===== config.mk =====
export PLATFORM = sky130hd
export DESIGN_NAME = pid_controller_step_top_flat
export DESIGN_NICKNAME = d
export VERILOG_FILES = /design/src/pidc_pkg.sv /design/src/pidc_in_if.sv /design/src/pidc_out_if.sv /design/src/pidc_mdu.sv /design/src/pidc_regs.sv /design/src/pid_controller_step_top.sv /design/src/flat_wrapper.sv
export VERILOG_INCLUDE_DIRS = /design/src /design/src/src
export SDC_FILE = /design/constraint.sdc
export NUM_CORES = 2
export LEC_CHECK = 0
export BUFFER_PORTS_ARGS = -buffer_cell sky130_fd_sc_hd__buf_2
export CAP_MARGIN = 30
export CORE_MARGIN = 2
export CORE_UTILIZATION = 60
export CTS_BUF_LIST = sky130_fd_sc_hd__clkbuf_2 sky130_fd_sc_hd__clkbuf_4 sky130_fd_sc_hd__clkbuf_8
export CTS_CLUSTER_DIAMETER = 100
export DETAILED_ROUTE_END_ITERATION = 8
export PLACE_DENSITY = 0.85
export SLEW_MARGIN = 20
export SYNTH_ARGS = -nofsm -noshare
export SYNTH_HDL_FRONTEND = slang
export SYNTH_HIERARCHICAL = 1
export SYNTH_SLANG_ARGS = --single-unit

===== constraint.sdc =====
create_clock -name i_clk -period 18.3 [get_ports i_clk]
set_input_delay 0.915 -clock i_clk [delete_from_list [all_inputs] [get_ports i_clk]]
set_output_delay 0.915 -clock i_clk [all_outputs]
set_load 0.05 [all_outputs]

===== src/pid_controller_step_top_assert.svh =====
// Assertion macros shared by the PID step RTL.
// Included by files that check their own control logic; no other dependencies.
`ifndef PID_CONTROLLER_STEP_TOP_ASSERT_SVH
`define PID_CONTROLLER_STEP_TOP_ASSERT_SVH
`ifndef SYNTHESIS
`define PIDC_ASSERT_IMP(label, clk, rst_n, ante, cons) \
    label: assert property (@(posedge clk) disable iff (!rst_n) (ante) |-> (cons)) \
        else $error("pidc assertion failed");
`define PIDC_ASSERT_NXT(label, clk, rst_n, ante, cons) \
    label: assert property (@(posedge clk) disable iff (!rst_n) (ante) |=> (cons)) \
        else $error("pidc assertion failed");
`else
`define PIDC_ASSERT_IMP(label, clk, rst_n, ante, cons)
`define PIDC_ASSERT_NXT(label, clk, rst_n, ante, cons)
`endif
`endif


===== src/pidc_pkg.sv =====
// Shared types and constants of the PID step block.
// No dependencies; used by the register block, the arithmetic unit, the top level and the testbench.
package pidc_pkg;

    // Multiplier bits consumed per cycle by the shared arithmetic unit.
    localparam int MUL_DIGIT_W = 4;
    localparam int REG_IDX_W   = 3;

    typedef enum logic [1:0] {
        KIND_UPD_CALC = 2'd0,
        KIND_UPD_RATE = 2'd1,
        KIND_CLEAR    = 2'd2,
        KIND_NONE     = 2'd3
    } t_kind;

    typedef enum logic {
        MDU_MUL = 1'b0,
        MDU_DIV = 1'b1
    } t_mdu_op;

    typedef struct packed {
        logic    start;
        t_mdu_op op;
        logic    neg;
    } t_mdu_ctl;

    typedef enum logic [REG_IDX_W-1:0] {
        REG_PROP_GAIN  = 3'd0,
        REG_INTEG_GAIN = 3'd1,
        REG_DERIV_GAIN = 3'd2,
        REG_INTEG_MAX  = 3'd3,
        REG_INTEG_MIN  = 3'd4
    } t_reg_idx;

endpackage


===== src/pidc_in_if.sv =====
// Input item channel of the PID step block: valid/ready plus the item fields.
// No dependencies.
interface pidc_in_if #(
    parameter int DATA_WIDTH = 32
);
    logic                         valid;
    logic                         ready;
    logic [1:0]                   kind;
    logic signed [DATA_WIDTH-1:0] error_in;
    logic signed [DATA_WIDTH-1:0] error_rate;
    logic [DATA_WIDTH-1:0]        time_step;
    logic                         input_invalid;

    modport source (
        output valid, kind, error_in, error_rate, time_step, input_invalid,
        input  ready
    );
    modport sink (
        input  valid, kind, error_in, error_rate, time_step, input_invalid,
        output ready
    );
endinterface


===== src/pidc_out_if.sv =====
// Result item channel of the PID step block: valid/ready plus the result fields.
// No dependencies.
interface pidc_out_if #(
    parameter int DATA_WIDTH = 32
);
    logic                         valid;
    logic                         ready;
    logic signed [DATA_WIDTH-1:0] command;
    logic signed [DATA_WIDTH-1:0] prop_error;
    logic signed [DATA_WIDTH-1:0] integ_error;
    logic signed [DATA_WIDTH-1:0] deriv_error;

    modport source (
        output valid, command, prop_error, integ_error, deriv_error,
        input  ready
    );
    modport sink (
        input  valid, command, prop_error, integ_error, deriv_error,
        output ready
    );
endinterface


===== src/pidc_mdu.sv =====
// Shared sign-magnitude multiply / divide unit of the PID step block.
// Depends on pidc_pkg for the control struct and the multiplier digit width.
module pidc_mdu #(
    parameter int  DATA_WIDTH = 32,
    parameter int  FRAC_BITS  = 16,
    localparam int MUL_RES_W  = 2 * DATA_WIDTH + 1 - FRAC_BITS,
    localparam int NUM_W      = DATA_WIDTH + FRAC_BITS + 1,
    localparam int RES_W      = (MUL_RES_W > NUM_W + 1) ? MUL_RES_W : NUM_W + 1
) (
    input  logic                    i_clk,
    input  logic                    i_rst_n,
    input  pidc_pkg::t_mdu_ctl      i_ctl,
    input  logic [DATA_WIDTH:0]     i_opa,
    input  logic [DATA_WIDTH-1:0]   i_opb,
    output logic                    o_done,
    output logic signed [RES_W-1:0] o_res
);
    localparam int W     = DATA_WIDTH;
    localparam int F     = FRAC_BITS;
    localparam int MB    = pidc_pkg::MUL_DIGIT_W;
    localparam int STEPS = (W + MB - 1) / MB;
    localparam int SM    = STEPS * MB;
    localparam int LW    = (SM > NUM_W) ? SM : NUM_W;
    localparam int HW    = W + MB;
    localparam int CW    = $clog2(LW);

    typedef enum logic [1:0] {
        M_IDLE,
        M_RUN,
        M_FIN
    } t_mstate;

    t_mstate             r_state, n_state;
    logic [CW-1:0]       r_cnt, n_cnt;
    pidc_pkg::t_mdu_op   r_op, n_op;
    logic                r_neg, n_neg;
    logic [HW-1:0]       r_hi, n_hi;
    logic [LW-1:0]       r_lo, n_lo;
    logic [W-1:0]        r_mcand, n_mcand;
    logic signed [RES_W-1:0] r_res, n_res;
    logic                r_done, n_done;

    logic [MB-1:0]       digit;
    logic [HW-1:0]       mul_sum;
    logic [W:0]          rem2;
    logic [W+1:0]        sub;
    logic                ge;
    logic [HW+SM-1:0]    prod_full;
    logic signed [2*W:0] mul_s;
    logic signed [MUL_RES_W-1:0] mul_part;
    logic signed [NUM_W:0]       div_s;

    always_comb begin
        // Multiply: add one digit's partial product into the high half, then shift right.
        digit   = r_lo[MB-1:0];
        mul_sum = r_hi + HW'(r_mcand) * HW'(digit);
        // Divide: restoring step with the next numerator bit shifted into the remainder.
        rem2    = {r_hi[W-1:0], r_lo[NUM_W-1]};
        sub     = {1'b0, rem2} - {2'b00, r_mcand};
        ge      = !sub[W+1];

        prod_full = {r_hi, r_lo[SM-1:0]};
        mul_s     = $signed({1'b0, prod_full[2*W-1:0]});
        if (r_neg) begin
            mul_s = -mul_s;
        end
        mul_part  = mul_s[2*W:F];
        div_s     = $signed({1'b0, r_lo[NUM_W-1:0]});
        if (r_neg) begin
            div_s = -div_s;
        end

        n_state = r_state;
        n_cnt   = r_cnt;
        n_op    = r_op;
        n_neg   = r_neg;
        n_hi    = r_hi;
        n_lo    = r_lo;
        n_mcand = r_mcand;
        n_res   = r_res;
        n_done  = 1'b0;

        unique case (r_state)
            M_IDLE: begin
                if (i_ctl.start) begin
                    n_op    = i_ctl.op;
                    n_neg   = i_ctl.neg;
                    n_mcand = i_opb;
                    n_hi    = '0;
                    n_state = M_RUN;
                    if (i_ctl.op == pidc_pkg::MDU_MUL) begin
                        n_lo  = LW'(i_opa[W-1:0]);
                        n_cnt = CW'(STEPS - 1);
                    end else begin
                        n_lo  = LW'({i_opa, {F{1'b0}}});
                        n_cnt = CW'(NUM_W - 1);
                    end
                end
            end
            M_RUN: begin
                if (r_op == pidc_pkg::MDU_MUL) begin
                    n_hi             = mul_sum >> MB;
                    n_lo             = r_lo >> MB;
                    n_lo[SM-1 -: MB] = mul_sum[MB-1:0];
                end else begin
                    n_hi = HW'(ge ? sub[W:0] : rem2);
                    n_lo = {r_lo[LW-2:0], ge};
                end
                if (r_cnt == '0) begin
                    n_state = M_FIN;
                end else begin
                    n_cnt = r_cnt - 1'b1;
                end
            end
            M_FIN: begin
                n_res   = (r_op == pidc_pkg::MDU_MUL) ? RES_W'(mul_part) : RES_W'(div_s);
                n_done  = 1'b1;
                n_state = M_IDLE;
            end
            default: begin
                n_state = M_IDLE;
            end
        endcase
    end

    always_ff @(posedge i_clk) begin
        if (!i_rst_n) begin
            r_state <= M_IDLE;
            r_done  <= 1'b0;
        end else begin
            r_state <= n_state;
            r_done  <= n_done;
        end
        r_cnt   <= n_cnt;
        r_op    <= n_op;
        r_neg   <= n_neg;
        r_hi    <= n_hi;
        r_lo    <= n_lo;
        r_mcand <= n_mcand;
        r_res   <= n_res;
    end

    assign o_done = r_done;
    assign o_res  = r_res;

endmodule


===== src/pidc_regs.sv =====
// APB-style configuration registers of the PID step block (gains and clamp limits).
// Depends on pidc_pkg for the register index codes.
module pidc_regs #(
    parameter int  DATA_WIDTH = 32,
    localparam int PDATA_W    = (DATA_WIDTH > 32) ? 64 : 32,
    localparam int PADDR_W    = (DATA_WIDTH > 32) ? 6 : 5
) (
    input  logic                         i_clk,
    input  logic                         i_rst_n,
    input  logic                         psel,
    input  logic                         penable,
    input  logic                         pwrite,
    input  logic [PADDR_W-1:0]           paddr,
    input  logic [PDATA_W-1:0]           pwdata,
    output logic [PDATA_W-1:0]           prdata,
    output logic                         pready,
    output logic signed [DATA_WIDTH-1:0] o_prop_gain,
    output logic signed [DATA_WIDTH-1:0] o_integ_gain,
    output logic signed [DATA_WIDTH-1:0] o_deriv_gain,
    output logic signed [DATA_WIDTH-1:0] o_integ_max,
    output logic signed [DATA_WIDTH-1:0] o_integ_min
);
    localparam int ADDR_LSB = PADDR_W - pidc_pkg::REG_IDX_W;

    logic signed [DATA_WIDTH-1:0] r_prop_gain, r_integ_gain, r_deriv_gain;
    logic signed [DATA_WIDTH-1:0] r_integ_max, r_integ_min;
    pidc_pkg::t_reg_idx           idx;
    logic                         wr_en;

    assign idx    = pidc_pkg::t_reg_idx'(paddr[PADDR_W-1:ADDR_LSB]);
    assign wr_en  = psel && penable && pwrite;
    assign pready = 1'b1;

    always_ff @(posedge i_clk) begin
        if (!i_rst_n) begin
            r_prop_gain  <= '0;
            r_integ_gain <= '0;
            r_deriv_gain <= '0;
            r_integ_max  <= '0;
            r_integ_min  <= '0;
        end else if (wr_en) begin
            unique case (idx)
                pidc_pkg::REG_PROP_GAIN:  r_prop_gain  <= pwdata[DATA_WIDTH-1:0];
                pidc_pkg::REG_INTEG_GAIN: r_integ_gain <= pwdata[DATA_WIDTH-1:0];
                pidc_pkg::REG_DERIV_GAIN: r_deriv_gain <= pwdata[DATA_WIDTH-1:0];
                pidc_pkg::REG_INTEG_MAX:  r_integ_max  <= pwdata[DATA_WIDTH-1:0];
                pidc_pkg::REG_INTEG_MIN:  r_integ_min  <= pwdata[DATA_WIDTH-1:0];
                default: begin
                end
            endcase
        end
    end

    always_comb begin
        unique case (idx)
            pidc_pkg::REG_PROP_GAIN:  prdata = PDATA_W'(r_prop_gain);
            pidc_pkg::REG_INTEG_GAIN: prdata = PDATA_W'(r_integ_gain);
            pidc_pkg::REG_DERIV_GAIN: prdata = PDATA_W'(r_deriv_gain);
            pidc_pkg::REG_INTEG_MAX:  prdata = PDATA_W'(r_integ_max);
            pidc_pkg::REG_INTEG_MIN:  prdata = PDATA_W'(r_integ_min);
            default:                  prdata = '0;
        endcase
    end

    assign o_prop_gain  = r_prop_gain;
    assign o_integ_gain = r_integ_gain;
    assign o_deriv_gain = r_deriv_gain;
    assign o_integ_max  = r_integ_max;
    assign o_integ_min  = r_integ_min;

endmodule


===== src/pid_controller_step_top.sv =====
// Top level of the PID step block: item sequencer, controller state and output register.
// Depends on pidc_pkg, pidc_in_if, pidc_out_if, pidc_mdu, pidc_regs and the assertion header.

// One PID step per item in signed fixed point (FRAC_BITS fraction bits). All products and
// quotients go through a single shared unit that multiplies four bits per cycle and divides
// one quotient bit per cycle; the sequencer runs them one after another, so the block takes
// one item at a time. An update with a supplied derivative runs four multiplies; an update
// that forms the derivative adds one divide; an integral clamp with nonzero integral gain
// adds one more divide. Clear items, unused kinds and suppressed updates (zero time step or
// invalid input) skip the arithmetic unit and go straight to the output step. A finished
// result waits in an output register, and the next item is taken while it waits.
`include "pid_controller_step_top_assert.svh"

module pid_controller_step_top #(
    parameter int  DATA_WIDTH = 32,
    parameter int  FRAC_BITS  = 16,
    localparam int PDATA_W    = (DATA_WIDTH > 32) ? 64 : 32,
    localparam int PADDR_W    = (DATA_WIDTH > 32) ? 6 : 5
) (
    input  logic               i_clk,
    input  logic               i_rst_n,
    pidc_in_if.sink            i_in,
    pidc_out_if.source         o_out,
    input  logic               psel,
    input  logic               penable,
    input  logic               pwrite,
    input  logic [PADDR_W-1:0] paddr,
    input  logic [PDATA_W-1:0] pwdata,
    output logic [PDATA_W-1:0] prdata,
    output logic               pready
);
    localparam int W         = DATA_WIDTH;
    localparam int MUL_RES_W = 2 * DATA_WIDTH + 1 - FRAC_BITS;
    localparam int NUM_W     = DATA_WIDTH + FRAC_BITS + 1;
    localparam int RES_W     = (MUL_RES_W > NUM_W + 1) ? MUL_RES_W : NUM_W + 1;
    localparam int SUM_W     = RES_W + 3;

    localparam logic signed [W-1:0] MAX_VAL = {1'b0, {(W-1){1'b1}}};
    localparam logic signed [W-1:0] MIN_VAL = {1'b1, {(W-1){1'b0}}};

    typedef enum logic [3:0] {
        S_IDLE,
        S_PMUL,
        S_IINC,
        S_IMUL,
        S_CDIV,
        S_DDIV,
        S_DMUL,
        S_CMD,
        S_DONE
    } t_state;

    function automatic logic signed [W-1:0] f_sat(input logic signed [SUM_W-1:0] v);
        logic signed [SUM_W-1:0] hi_lim;
        logic signed [SUM_W-1:0] lo_lim;
        hi_lim = SUM_W'(MAX_VAL);
        lo_lim = SUM_W'(MIN_VAL);
        if (v > hi_lim) begin
            return MAX_VAL;
        end else if (v < lo_lim) begin
            return MIN_VAL;
        end
        return W'(v);
    endfunction

    // Configuration
    logic signed [W-1:0] w_prop_gain, w_integ_gain, w_deriv_gain, w_integ_max, w_integ_min;

    // Sequencer and controller state
    t_state              r_state, n_state;
    pidc_pkg::t_kind     r_kind, n_kind;
    logic signed [W-1:0] r_err, n_err;
    logic [W-1:0]        r_dt, n_dt;
    logic signed [W-1:0] r_integ, n_integ;
    logic signed [W-1:0] r_prev, n_prev;
    logic signed [W-1:0] r_rec, n_rec;
    logic signed [W-1:0] r_deriv, n_deriv;
    logic signed [W-1:0] r_lim, n_lim;
    logic signed [W-1:0] r_cmd, n_cmd;
    logic signed [SUM_W-1:0] r_sum, n_sum;
    logic                r_start, n_start;
    logic                r_ovalid, n_ovalid;
    logic signed [W-1:0] r_o_cmd, n_o_cmd;
    logic signed [W-1:0] r_o_prop, n_o_prop;
    logic signed [W-1:0] r_o_integ, n_o_integ;
    logic signed [W-1:0] r_o_deriv, n_o_deriv;

    // Arithmetic unit operands and result
    pidc_pkg::t_mdu_op       op;
    logic signed [W:0]       opa_s, opb_s;
    logic [W:0]              opa_mag, opb_full;
    logic [W-1:0]            opb_mag;
    logic                    op_neg;
    pidc_pkg::t_mdu_ctl      mdu_ctl;
    logic                    w_done;
    logic signed [RES_W-1:0] w_res;

    // Clamp selection and the step that follows the integral
    logic                clamp_hit;
    logic signed [W-1:0] clamp_lim;
    logic signed [W-1:0] clamp_back;
    t_state              after_integ;

    pidc_regs #(
        .DATA_WIDTH (DATA_WIDTH)
    ) u_regs (
        .i_clk        (i_clk),
        .i_rst_n      (i_rst_n),
        .psel         (psel),
        .penable      (penable),
        .pwrite       (pwrite),
        .paddr        (paddr),
        .pwdata       (pwdata),
        .prdata       (prdata),
        .pready       (pready),
        .o_prop_gain  (w_prop_gain),
        .o_integ_gain (w_integ_gain),
        .o_deriv_gain (w_deriv_gain),
        .o_integ_max  (w_integ_max),
        .o_integ_min  (w_integ_min)
    );

    pidc_mdu #(
        .DATA_WIDTH (DATA_WIDTH),
        .FRAC_BITS  (FRAC_BITS)
    ) u_mdu (
        .i_clk   (i_clk),
        .i_rst_n (i_rst_n),
        .i_ctl   (mdu_ctl),
        .i_opa   (opa_mag),
        .i_opb   (opb_mag),
        .o_done  (w_done),
        .o_res   (w_res)
    );

    // Operands are chosen by the step in flight; the unit samples them on its start cycle.
    always_comb begin
        op    = pidc_pkg::MDU_MUL;
        opa_s = '0;
        opb_s = '0;
        unique case (r_state)
            S_PMUL: begin
                opa_s = (W+1)'(r_err);
                opb_s = (W+1)'(w_prop_gain);
            end
            S_IINC: begin
                opa_s = (W+1)'(r_err);
                opb_s = $signed({1'b0, r_dt});
            end
            S_IMUL: begin
                opa_s = (W+1)'(r_integ);
                opb_s = (W+1)'(w_integ_gain);
            end
            S_CDIV: begin
                op    = pidc_pkg::MDU_DIV;
                opa_s = (W+1)'(r_lim);
                opb_s = (W+1)'(w_integ_gain);
            end
            S_DDIV: begin
                op    = pidc_pkg::MDU_DIV;
                opa_s = (W+1)'(r_err) - (W+1)'(r_prev);
                opb_s = $signed({1'b0, r_dt});
            end
            S_DMUL: begin
                opa_s = (W+1)'(r_deriv);
                opb_s = (W+1)'(w_deriv_gain);
            end
            default: begin
            end
        endcase
        opa_mag  = opa_s[W] ? -opa_s : opa_s;
        opb_full = opb_s[W] ? -opb_s : opb_s;
        opb_mag  = opb_full[W-1:0];
        op_neg   = opa_s[W] ^ opb_s[W];
        mdu_ctl  = '{start: r_start, op: op, neg: op_neg};
    end

    always_comb begin
        // The upper limit wins; the lower one is only tested when the upper holds.
        clamp_hit = 1'b0;
        clamp_lim = w_integ_max;
        if (w_res > RES_W'(w_integ_max)) begin
            clamp_hit = 1'b1;
        end else if (w_res < RES_W'(w_integ_min)) begin
            clamp_hit = 1'b1;
            clamp_lim = w_integ_min;
        end
        // With zero integral gain the integral saturates toward the sign of the limit.
        if (clamp_lim == '0) begin
            clamp_back = '0;
        end else if (clamp_lim[W-1]) begin
            clamp_back = MIN_VAL;
        end else begin
            clamp_back = MAX_VAL;
        end
        after_integ = (r_kind == pidc_pkg::KIND_UPD_CALC) ? S_DDIV : S_DMUL;
    end

    always_comb begin
        n_state   = r_state;
        n_kind    = r_kind;
        n_err     = r_err;
        n_dt      = r_dt;
        n_integ   = r_integ;
        n_prev    = r_prev;
        n_rec     = r_rec;
        n_deriv   = r_deriv;
        n_lim     = r_lim;
        n_cmd     = r_cmd;
        n_sum     = r_sum;
        n_start   = 1'b0;
        n_ovalid  = r_ovalid;
        n_o_cmd   = r_o_cmd;
        n_o_prop  = r_o_prop;
        n_o_integ = r_o_integ;
        n_o_deriv = r_o_deriv;

        if (o_out.valid && o_out.ready) begin
            n_ovalid = 1'b0;
        end

        unique case (r_state)
            S_IDLE: begin
                if (i_in.valid) begin
                    n_kind  = pidc_pkg::t_kind'(i_in.kind);
                    n_err   = i_in.error_in;
                    n_dt    = i_in.time_step;
                    n_cmd   = '0;
                    n_state = S_DONE;
                    unique case (pidc_pkg::t_kind'(i_in.kind)) inside
                        pidc_pkg::KIND_CLEAR: begin
                            n_integ = '0;
                            n_prev  = '0;
                            n_rec   = '0;
                            n_deriv = '0;
                        end
                        pidc_pkg::KIND_UPD_CALC, pidc_pkg::KIND_UPD_RATE: begin
                            n_rec = i_in.error_in;
                            if (pidc_pkg::t_kind'(i_in.kind) == pidc_pkg::KIND_UPD_RATE) begin
                                n_deriv = i_in.error_rate;
                            end
                            if (i_in.time_step != '0 && !i_in.input_invalid) begin
                                n_state = S_PMUL;
                                n_start = 1'b1;
                            end
                        end
                        default: begin
                        end
                    endcase
                end
            end
            S_PMUL: begin
                if (w_done) begin
                    n_sum   = SUM_W'(w_res);
                    n_state = S_IINC;
                    n_start = 1'b1;
                end
            end
            S_IINC: begin
                if (w_done) begin
                    n_integ = f_sat(SUM_W'(r_integ) + SUM_W'(w_res));
                    n_state = S_IMUL;
                    n_start = 1'b1;
                end
            end
            S_IMUL: begin
                if (w_done) begin
                    n_start = 1'b1;
                    n_state = after_integ;
                    if (clamp_hit) begin
                        n_sum = r_sum + SUM_W'(clamp_lim);
                        n_lim = clamp_lim;
                        if (w_integ_gain == '0) begin
                            n_integ = clamp_back;
                        end else begin
                            n_state = S_CDIV;
                        end
                    end else begin
                        n_sum = r_sum + SUM_W'(w_res);
                    end
                end
            end
            S_CDIV: begin
                if (w_done) begin
                    n_integ = f_sat(SUM_W'(w_res));
                    n_state = after_integ;
                    n_start = 1'b1;
                end
            end
            S_DDIV: begin
                if (w_done) begin
                    n_deriv = f_sat(SUM_W'(w_res));
                    n_prev  = r_err;
                    n_state = S_DMUL;
                    n_start = 1'b1;
                end
            end
            S_DMUL: begin
                if (w_done) begin
                    n_sum   = r_sum + SUM_W'(w_res);
                    n_state = S_CMD;
                end
            end
            S_CMD: begin
                n_cmd   = f_sat(-r_sum);
                n_state = S_DONE;
            end
            S_DONE: begin
                if (!r_ovalid || o_out.ready) begin
                    n_o_cmd   = r_cmd;
                    n_o_prop  = r_rec;
                    n_o_integ = r_integ;
                    n_o_deriv = r_deriv;
                    n_ovalid  = 1'b1;
                    n_state   = S_IDLE;
                end
            end
            default: begin
                n_state = S_IDLE;
            end
        endcase
    end

    always_ff @(posedge i_clk) begin
        if (!i_rst_n) begin
            r_state  <= S_IDLE;
            r_start  <= 1'b0;
            r_ovalid <= 1'b0;
            r_integ  <= '0;
            r_prev   <= '0;
            r_rec    <= '0;
            r_deriv  <= '0;
        end else begin
            r_state  <= n_state;
            r_start  <= n_start;
            r_ovalid <= n_ovalid;
            r_integ  <= n_integ;
            r_prev   <= n_prev;
            r_rec    <= n_rec;
            r_deriv  <= n_deriv;
        end
        r_kind    <= n_kind;
        r_err     <= n_err;
        r_dt      <= n_dt;
        r_lim     <= n_lim;
        r_cmd     <= n_cmd;
        r_sum     <= n_sum;
        r_o_cmd   <= n_o_cmd;
        r_o_prop  <= n_o_prop;
        r_o_integ <= n_o_integ;
        r_o_deriv <= n_o_deriv;
    end

    assign i_in.ready        = (r_state == S_IDLE);
    assign o_out.valid       = r_ovalid;
    assign o_out.command     = r_o_cmd;
    assign o_out.prop_error  = r_o_prop;
    assign o_out.integ_error = r_o_integ;
    assign o_out.deriv_error = r_o_deriv;

    // One item at a time: the cycle after an accept the block is busy.
    `PIDC_ASSERT_NXT(a_one_item, i_clk, i_rst_n, i_in.valid && i_in.ready, !i_in.ready)
    // The arithmetic unit only reports completion while a compute step waits for it.
    `PIDC_ASSERT_IMP(a_done_in_step, i_clk, i_rst_n, w_done, r_state == S_PMUL || r_state == S_IINC || r_state == S_IMUL || r_state == S_CDIV || r_state == S_DDIV || r_state == S_DMUL)
    // A clear item leaves all controller state at zero.
    `PIDC_ASSERT_NXT(a_clear, i_clk, i_rst_n, i_in.valid && i_in.ready && i_in.kind == pidc_pkg::KIND_CLEAR, r_integ == '0 && r_prev == '0 && r_rec == '0 && r_deriv == '0)
    // A zero time step or invalid input never starts the arithmetic unit.
    `PIDC_ASSERT_NXT(a_suppress, i_clk, i_rst_n, i_in.valid && i_in.ready && (i_in.time_step == '0 || i_in.input_invalid), r_state == S_DONE && !r_start)

endmodule


===== src/flat_wrapper.sv =====
// flat-port wrapper written by rule: the top's interface ports become plain ports
module pid_controller_step_top_flat 
#(
    parameter int  DATA_WIDTH = 32,
    parameter int  FRAC_BITS  = 16,
    localparam int PDATA_W    = (DATA_WIDTH > 32) ? 64 : 32,
    localparam int PADDR_W    = (DATA_WIDTH > 32) ? 6 : 5
)
  (i_clk, i_rst_n, psel, penable, pwrite, paddr, pwdata, prdata, pready, i_in_valid, i_in_kind, i_in_error_in, i_in_error_rate, i_in_time_step, i_in_input_invalid, i_in_ready, o_out_valid, o_out_command, o_out_prop_error, o_out_integ_error, o_out_deriv_error, o_out_ready);
  pidc_in_if #(.DATA_WIDTH(DATA_WIDTH)) i_in_i ();
  pidc_out_if #(.DATA_WIDTH(DATA_WIDTH)) o_out_i ();
  input  logic i_clk;
  input  logic i_rst_n;
  input  logic psel;
  input  logic penable;
  input  logic pwrite;
  input  logic [PADDR_W-1:0] paddr;
  input  logic [PDATA_W-1:0] pwdata;
  output logic [PDATA_W-1:0] prdata;
  output logic pready;
  input wire logic [$bits(i_in_i.valid)-1:0] i_in_valid;
  input wire logic [$bits(i_in_i.kind)-1:0] i_in_kind;
  input wire logic [$bits(i_in_i.error_in)-1:0] i_in_error_in;
  input wire logic [$bits(i_in_i.error_rate)-1:0] i_in_error_rate;
  input wire logic [$bits(i_in_i.time_step)-1:0] i_in_time_step;
  input wire logic [$bits(i_in_i.input_invalid)-1:0] i_in_input_invalid;
  output wire logic [$bits(i_in_i.ready)-1:0] i_in_ready;
  output wire logic [$bits(o_out_i.valid)-1:0] o_out_valid;
  output wire logic [$bits(o_out_i.command)-1:0] o_out_command;
  output wire logic [$bits(o_out_i.prop_error)-1:0] o_out_prop_error;
  output wire logic [$bits(o_out_i.integ_error)-1:0] o_out_integ_error;
  output wire logic [$bits(o_out_i.deriv_error)-1:0] o_out_deriv_error;
  input wire logic [$bits(o_out_i.ready)-1:0] o_out_ready;
  assign i_in_i.valid = i_in_valid;
  assign i_in_i.kind = i_in_kind;
  assign i_in_i.error_in = i_in_error_in;
  assign i_in_i.error_rate = i_in_error_rate;
  assign i_in_i.time_step = i_in_time_step;
  assign i_in_i.input_invalid = i_in_input_invalid;
  assign i_in_ready = i_in_i.ready;
  assign o_out_valid = o_out_i.valid;
  assign o_out_command = o_out_i.command;
  assign o_out_prop_error = o_out_i.prop_error;
  assign o_out_integ_error = o_out_i.integ_error;
  assign o_out_deriv_error = o_out_i.deriv_error;
  assign o_out_i.ready = o_out_ready;
  pid_controller_step_top #(.DATA_WIDTH(DATA_WIDTH), .FRAC_BITS(FRAC_BITS)) u_core (.i_clk(i_clk), .i_rst_n(i_rst_n), .i_in(i_in_i), .o_out(o_out_i), .psel(psel), .penable(penable), .pwrite(pwrite), .paddr(paddr), .pwdata(pwdata), .prdata(prdata), .pready(pready));
endmodule

* Yosys cells after proc, flatten, opt, wreduce, memory -nomap -nowiden
Index checks and enable logic that the tools add are counted.
** Operators by class
- Add/subtract/negate cells :: 12
- Multipliers :: 1
- Div/mod/pow operators :: 0
- Magnitude comparators :: 8
- Eq/ne operators :: 32
- Shifts and indexed selects :: 0
- Multiplexer cells :: 98
- Bitwise logic cells :: 1
- Reductions and logical operators :: 48
** Operators with widths (count)
- 32-bit two-way mux :: 27
- 32-bit case mux with 2 select lines :: 5
- 53-bit two-way mux :: 4
- 33-bit case mux with 5 select lines :: 1
- 32-bit case mux with 5 select lines :: 1
- 53-bit case mux with 3 select lines :: 1
- 49-bit two-way mux :: 3
- 33-bit case mux with 4 select lines :: 1
- 32-bit case mux with 4 select lines :: 1
- 53-bit by 32-bit > comparator with 1-bit output, second input constant :: 2
- 53-bit by 32-bit < comparator with 1-bit output, second input constant :: 2
- 50-bit two-way mux :: 2
- 33-bit two-way mux :: 3
- 49-bit case mux with 2 select lines :: 1
- 36-bit case mux with 2 select lines :: 1
- 65-bit two-way mux :: 1
- 64-bit negation with 65-bit output :: 1
- 32-bit zero test :: 2
- 53-bit by 32-bit adder with 53-bit output :: 1
- 53-bit by 50-bit adder with 53-bit output :: 1
- 53-bit negation :: 1
- 32-bit by 50-bit adder with 51-bit output :: 1
- 50-bit by 32-bit > comparator with 1-bit output :: 1
- 50-bit by 32-bit > comparator with 1-bit output, second input constant :: 1
- 51 further kinds :: 135
** Storage, ports and cells
- Flip-flop bits (word level) :: 783
- Latch bits :: 0
- RAM bits :: 0
- Memory bits (read-only) :: 0
- Input bits :: 143
- Output and inout port bits :: 163
- Memories kept :: 0

* Longest topological paths before layout
- Depth after elaboration :: 9
- Mapped depth :: 25

* By module
The synthesis kept the hierarchy.
** By module, submodules not included
- pid_controller_step_top :: instances 1, cells each 3915, area each 34815.9 sq um, seq. area each 12021.5 sq um
- pidc_mdu :: instances 1, cells each 1801, area each 16315.6 sq um, seq. area each 5225.0 sq um
- pidc_regs :: instances 1, cells each 719, area each 7168.1 sq um, seq. area each 3203.1 sq um

* Worst setup path before layout
Ideal clock, no wire load.
- Kind :: flip-flop to flip-flop
- Start point :: register u_core.r_state[3]
- End point :: register u_core.r_o_cmd[0], in the netlist u_core/o_out.command[0] (enable)
- Library setup time :: 772 ps
- Arrival time :: 9787 ps
- Required time :: 17528 ps
- Path slack :: 7741 ps
- Cell stages (with the launch flop) :: 5
- Buffers on the path :: 2
- Cell sequence :: dfxtp_1 > clkbuf_1 > clkinv_1 > clkbuf_1 > nor3_1
** Between the ends
- Longest elaborated chain between the ends :: 2
** RTL lines
- from (decl) :: RTL line pid_controller_step_top.sv:70 : t_state r_state, n_state;
- from (signal assigned) :: RTL line pid_controller_step_top.sv:334 : r_state <= n_state;
- 4-bit equality test :: RTL line pid_controller_step_top.sv:222 : unique case (r_state)
- 2-bit AND reduction (no line)
- to (signal assigned) :: RTL line pid_controller_step_top.sv:348 : r_o_cmd <= n_o_cmd;
- to (decl) :: RTL line pid_controller_step_top.sv:83 : logic signed [W-1:0] r_o_cmd, n_o_cmd;
Every way passes these cells.
A chain may end at the register's enable or synchronous reset.

* Worst setup path in the final report
- Start point :: register u_core.u_regs.r_integ_max[31], in the netlist u_core/u_regs/o_integ_max[31]
- End point :: register u_core.r_sum[44] (data pin)
** Between the ends
- Longest elaborated chain between the ends :: 6
** RTL lines
- from (decl) :: RTL line pidc_regs.sv:26 : logic signed [DATA_WIDTH-1:0] r_integ_max, r_integ_min;
- from (signal assigned) :: RTL line pidc_regs.sv:46 : pidc_pkg::REG_INTEG_MAX: r_integ_max <= pwdata[DATA_WIDTH-1:0];
- 50-bit by 32-bit > comparator with 1-bit output :: RTL line pid_controller_step_top.sv:182 : if (w_res > RES_W'(w_integ_max)) begin
- 32-bit two-way mux :: RTL line pid_controller_step_top.sv:182
- via u_core.clamp_lim[1] :: RTL line pid_controller_step_top.sv:100 : logic signed [W-1:0] clamp_lim;
- 53-bit by 32-bit adder with 53-bit output :: RTL line pid_controller_step_top.sv:271 : n_sum = r_sum + SUM_W'(clamp_lim);
- 53-bit two-way mux :: RTL line pid_controller_step_top.sv:270 : if (clamp_hit) begin
- 53-bit two-way mux :: RTL line pid_controller_step_top.sv:267 : if (w_done) begin
- 53-bit case mux with 3 select lines :: RTL line pid_controller_step_top.sv:222
- via u_core.n_sum[44] :: RTL line pid_controller_step_top.sv:80 : logic signed [SUM_W-1:0] r_sum, n_sum;
- to (signal assigned) :: RTL line pid_controller_step_top.sv:347 : r_sum <= n_sum;
- to (decl) :: RTL line pid_controller_step_top.sv:80
The timed path passes the listed nets, and every way through them passes these cells. The select of a mux whose other input is x is not followed.

==> metrics.md <==
| Metric | Value |
|---|---|
| Worst-case hold path end point | `u_core/r_err[11]` |
| Number of cells on the worst reg-to-reg path | `24` |
| EDFF count, synth | `slightly below 500` |
| I/O Buffers | `slightly above 300` |
| Antenna viol nets, final | `0` |
| Total die area | `99,700 µm²` |
| Vert. Die Dim | `316 µm` |
| Synthesis-to-layout area growth | `9.61%` |
| #FFs+latches synth | `780` |
| Pwr dens | `~77 nW/µm²` |
| Startpoint type of the worst setup path | `flip-flop` |
| Min-delay src | `i_in_error_in[11]` |
| Clock skew | `0.0328 ns` |
| Max_slew headroom | `8.50%` |
| Post-DP HPWL | `between 150,000 and 200,000 µm` |
| Lkg Pwr | `25.5 nW` |
| Total wire length | `207,000 µm` |
| TritonRoute pass-1 iters | `9` |
| Syn nets | `7,045` |
| GRT overflow | `0` |
| Post-CTS Hold Buffers | `0` |
| Status | `finished, violations left` |
| Starting DRT DRC Count | `6,838` |
| Yosys warnings | `6` |
| Worst min-delay path category | `primary input to flip-flop` |
| Tightest Pin Transition | `roughly 1.4 ns` |
| RSZ-0062 raised after global routing | `no` |
| Peak VDD IR | `approximately 0.072 mV` |
| CTS root buf | `clkbuf_8` |
| DRC | `2` |
| Final Cycle Share | `between 50% and 60%` |
| Post-Syn Area | `58,300 µm²` |
| Core area | `96,400 µm²` |
| RR Startpoint | `u_core/u_regs/o_integ_max[31]` |
| Overall Global Routing Usage | `slightly above 40%` |
| Worst skew pair latency | `0.86 ns` |
| Critical path class | `flip-flop to flip-flop` |
| Synth Instances | `between 6,000 and 7,000` |
| Worst Path Max Fanout | `35` |
| Clk sink count | `780` |
| Hold Crit Depth | `1` |
| Global-route wire length before repair | `307,000 µm` |
| Cell Rows | `approximately 110` |
| Layout Nets | `just over 7,000` |
| Post-CTS Setup Repair Bufs | `0` |
| Fraction of layout cells with a size suffix above 1 | `11.7%` |
| Pin count of the biggest net entering global routing | `about 180` |
| I/O pin cnt | `306` |
| Seq/Total Area, Yosys | `35.1%` |
| R2R Setup Slk | `a little over 8 ns` |
| Max Slew Vio Count | `0` |
| Synth async-reset ratio | `0%` |
| Final weighted congestion in routability-driven placement | `1.03` |
| Vias in the first global route | `50,600` |
| R2R Path End | `u_core/r_sum[44]` |
| Post-route cell area | `63,900 µm²` |
| CTS tree | `done` |
| Minimum clock period | `a little over 10 ns` |
| Distinct cells, synth | `109` |
| Total CTS buffers | `about 140` |
| Adder-cell area share of the yosys netlist | `11.3%` |
| Share of synthesized area spent on multiplexers | `5.27%` |
| Worst-path clk slew | `0.07 ns` |
| Setup TNS | `0 ns` |
| Placement Cell Area | `60,800 µm²` |
| Critical Path Sink Type | `flip-flop` |
| Max frequency | `0.0985 GHz` |
| CTS H-tree lvls | `4` |
| PostCTS Resize Cnt | `0` |
| Fillers | `just under 8,000` |
| Drt wl/cell | `25.8 µm` |
| Max cap viols | `0` |
| Final setup viols | `0` |
| Mean Syn Cell Area | `9.06 µm²` |
| Final hold violations | `0` |
| Post-synth top flop | `edfxtp_1` |
| XOR/XNOR share of the synthesized area | `under 10%` |
| Share of synthesized cell area in and, or, nand and nor gates | `16.4%` |
| Final core utilization | `66.3%` |
| Initial Utilization | `60.5%` |
| Max Buffers Root-to-Sink | `3` |
| Main combinational cell family by area after synthesis | `compound AO/OA/AOI/OAI gates` |
| Synth Area in Compound Gates | `between 20% and 30%` |
| Die width | `316 µm` |
| Critical Path AT | `10.72 ns` |
| Worst endpoint required time | `18.88 ns` |
| Failing checks | `DRC` |
| Initial antenna violation count | `13` |
| Via count | `54,100` |
| Vias per inst | `6.74` |
power by group:
part | switching, mW | internal [mW]
Sequential | 0.0661 | 1.96
Clock | 0.799 | 0.956
Combinational | 0.727 | 0.389
cell usage in the layout (no fill, tap or decap), types with 56 or more instances in the layout:
cell,Yosys,routed
a21oi_1,426,424
dfxtp_1,297,297
or3_1,56,56
nor2_1,361,355
edfxtp_1,483,483
clkbuf_8,0,160
xor2_1,141,141
a21o_1,117,117
nand4_1,82,82
a211oi_1,81,81
xnor2_1,217,217
nand3_1,190,190
nor2b_1,73,70
o21ai_0,377,376
nor3_1,92,88
o211ai_1,103,103
ha_1,370,370
buf_4,3,83
buf_2,26,309
mux2i_1,254,254
a22oi_1,143,143
nor4_1,66,65
nand2_1,668,667
fa_1,97,97
inv_1,355,354
and2_1,94,94
stage by stage:
step / setup slack, ns / hold WS, ns / std cells / total power [mW]
final: 8.15 / 0.245 / 8031 / 4.90
after global routing: 8.16 / 0.222 / 8026 / 5.07
after global placement: 8.84 / 0.402 / 7750 / 3.10
after CTS: 8.74 / 0.199 / 8013 / 4.87
after floorplan: 7.74 / 0.400 / 6435 / 2.84
after detailed placement: 8.78 / 0.405 / 7760 / 3.13
registers in the layout, indices dropped and copies added (netlist names), 33 cells and up:
register,count
u_core/u_mdu/r_hi,33
u_core/u_mdu/o_res,50
u_core/r_sum,53
u_core/u_mdu/r_lo,49
worst max-delay path: stages, from the launching register on:
cell and delay, ns:
dfxtp_1 0.54, inv_1 0.44, ha_1 0.44, and3_1 0.20, a221o_1 0.35, a221o_1 0.35, a2111oi_0 0.99, o21ai_0 0.53
o21ai_0 0.74, nor2_4 0.24, buf_4 0.32, o21ai_0 0.93, inv_1 0.16, fa_1 0.45, nand2b_1 0.20, a211oi_1 0.50
o2111ai_1 0.28, a211oi_1 0.72, o2111a_1 0.31, o32a_1 0.23, a31oi_1 0.17, o21bai_1 0.21, xor2_1 0.13, a221oi_1 0.28
nand3_1 0.10
metal layers:
layer	wire length, µm	global-route usage, %	part of all wire, %
met2	90900	62.3	44
met3	25100	10.4	12
met1	78600	52.1	38
met4	12800	23.0	6.2
met5	80	0	0.039
layout make-up:
type / instances / area [µm²] / share of cell area, %
Multi-Input combinational cell: 4949 / 35100 / 55.0
Tap cell: 1276 / 1600 / 2.50
Inverter: 358 / 1340 / 2.10
Sequential cell: 780 / 20400 / 32.0
Antenna cell: 8 / 20.0 / 0.0313
Clock inverter: 53 / 434 / 0.679
Clock buffer: 200 / 2500 / 3.91
Timing Repair Buffer: 407 / 2420 / 3.79
cell usage after synthesis (56+ instances only):
cell type	number	area (µm²)
a211oi_1	81	608
a21o_1	117	878
a21oi_1	426	2130
a22oi_1	143	1070
and2_1	94	588
clkbuf_1	276	1040
dfxtp_1	297	5950
edfxtp_1	483	14500
fa_1	97	1940
ha_1	370	4630
inv_1	355	1330
mux2i_1	254	2540
nand2_1	668	2510
nand3_1	190	951
nand4_1	82	513
nor2_1	361	1360
nor2b_1	73	457
nor3_1	92	460
nor4_1	66	413
o211ai_1	103	773
o21ai_0	377	1890
or3_1	56	350
xnor2_1	217	1900
xor2_1	141	1230
logic make-up after synthesis:
kind of cell             after synthesis
other                                  1
AND/OR/NAND/NOR                     1929
AO/OA/AOI/OAI                       1893
flip-flops                           780
multiplexers                         301
XOR/XNOR                             358
adder cells (fa/ha/maj)              467
buffers and inverters                706
worst max path at each step:
stage                                              from                      end  slack (ns)  cells past startpoint
after floorplan                       u_core/r_state[3]  u_core/o_out.command[0]        7.74                      4
after global placement    u_core/u_regs/o_integ_max[31]         u_core/r_sum[44]        8.84                     24
after detailed placement  u_core/u_regs/o_integ_max[31]         u_core/r_sum[52]        8.78                     24
after CTS                 u_core/u_regs/o_integ_max[31]         u_core/r_sum[52]        8.74                     24
after global routing      u_core/u_regs/o_integ_max[31]         u_core/r_sum[52]        8.16                     24
final                     u_core/u_regs/o_integ_max[31]         u_core/r_sum[44]        8.15                     24
(Power assumes the default switching activity.)
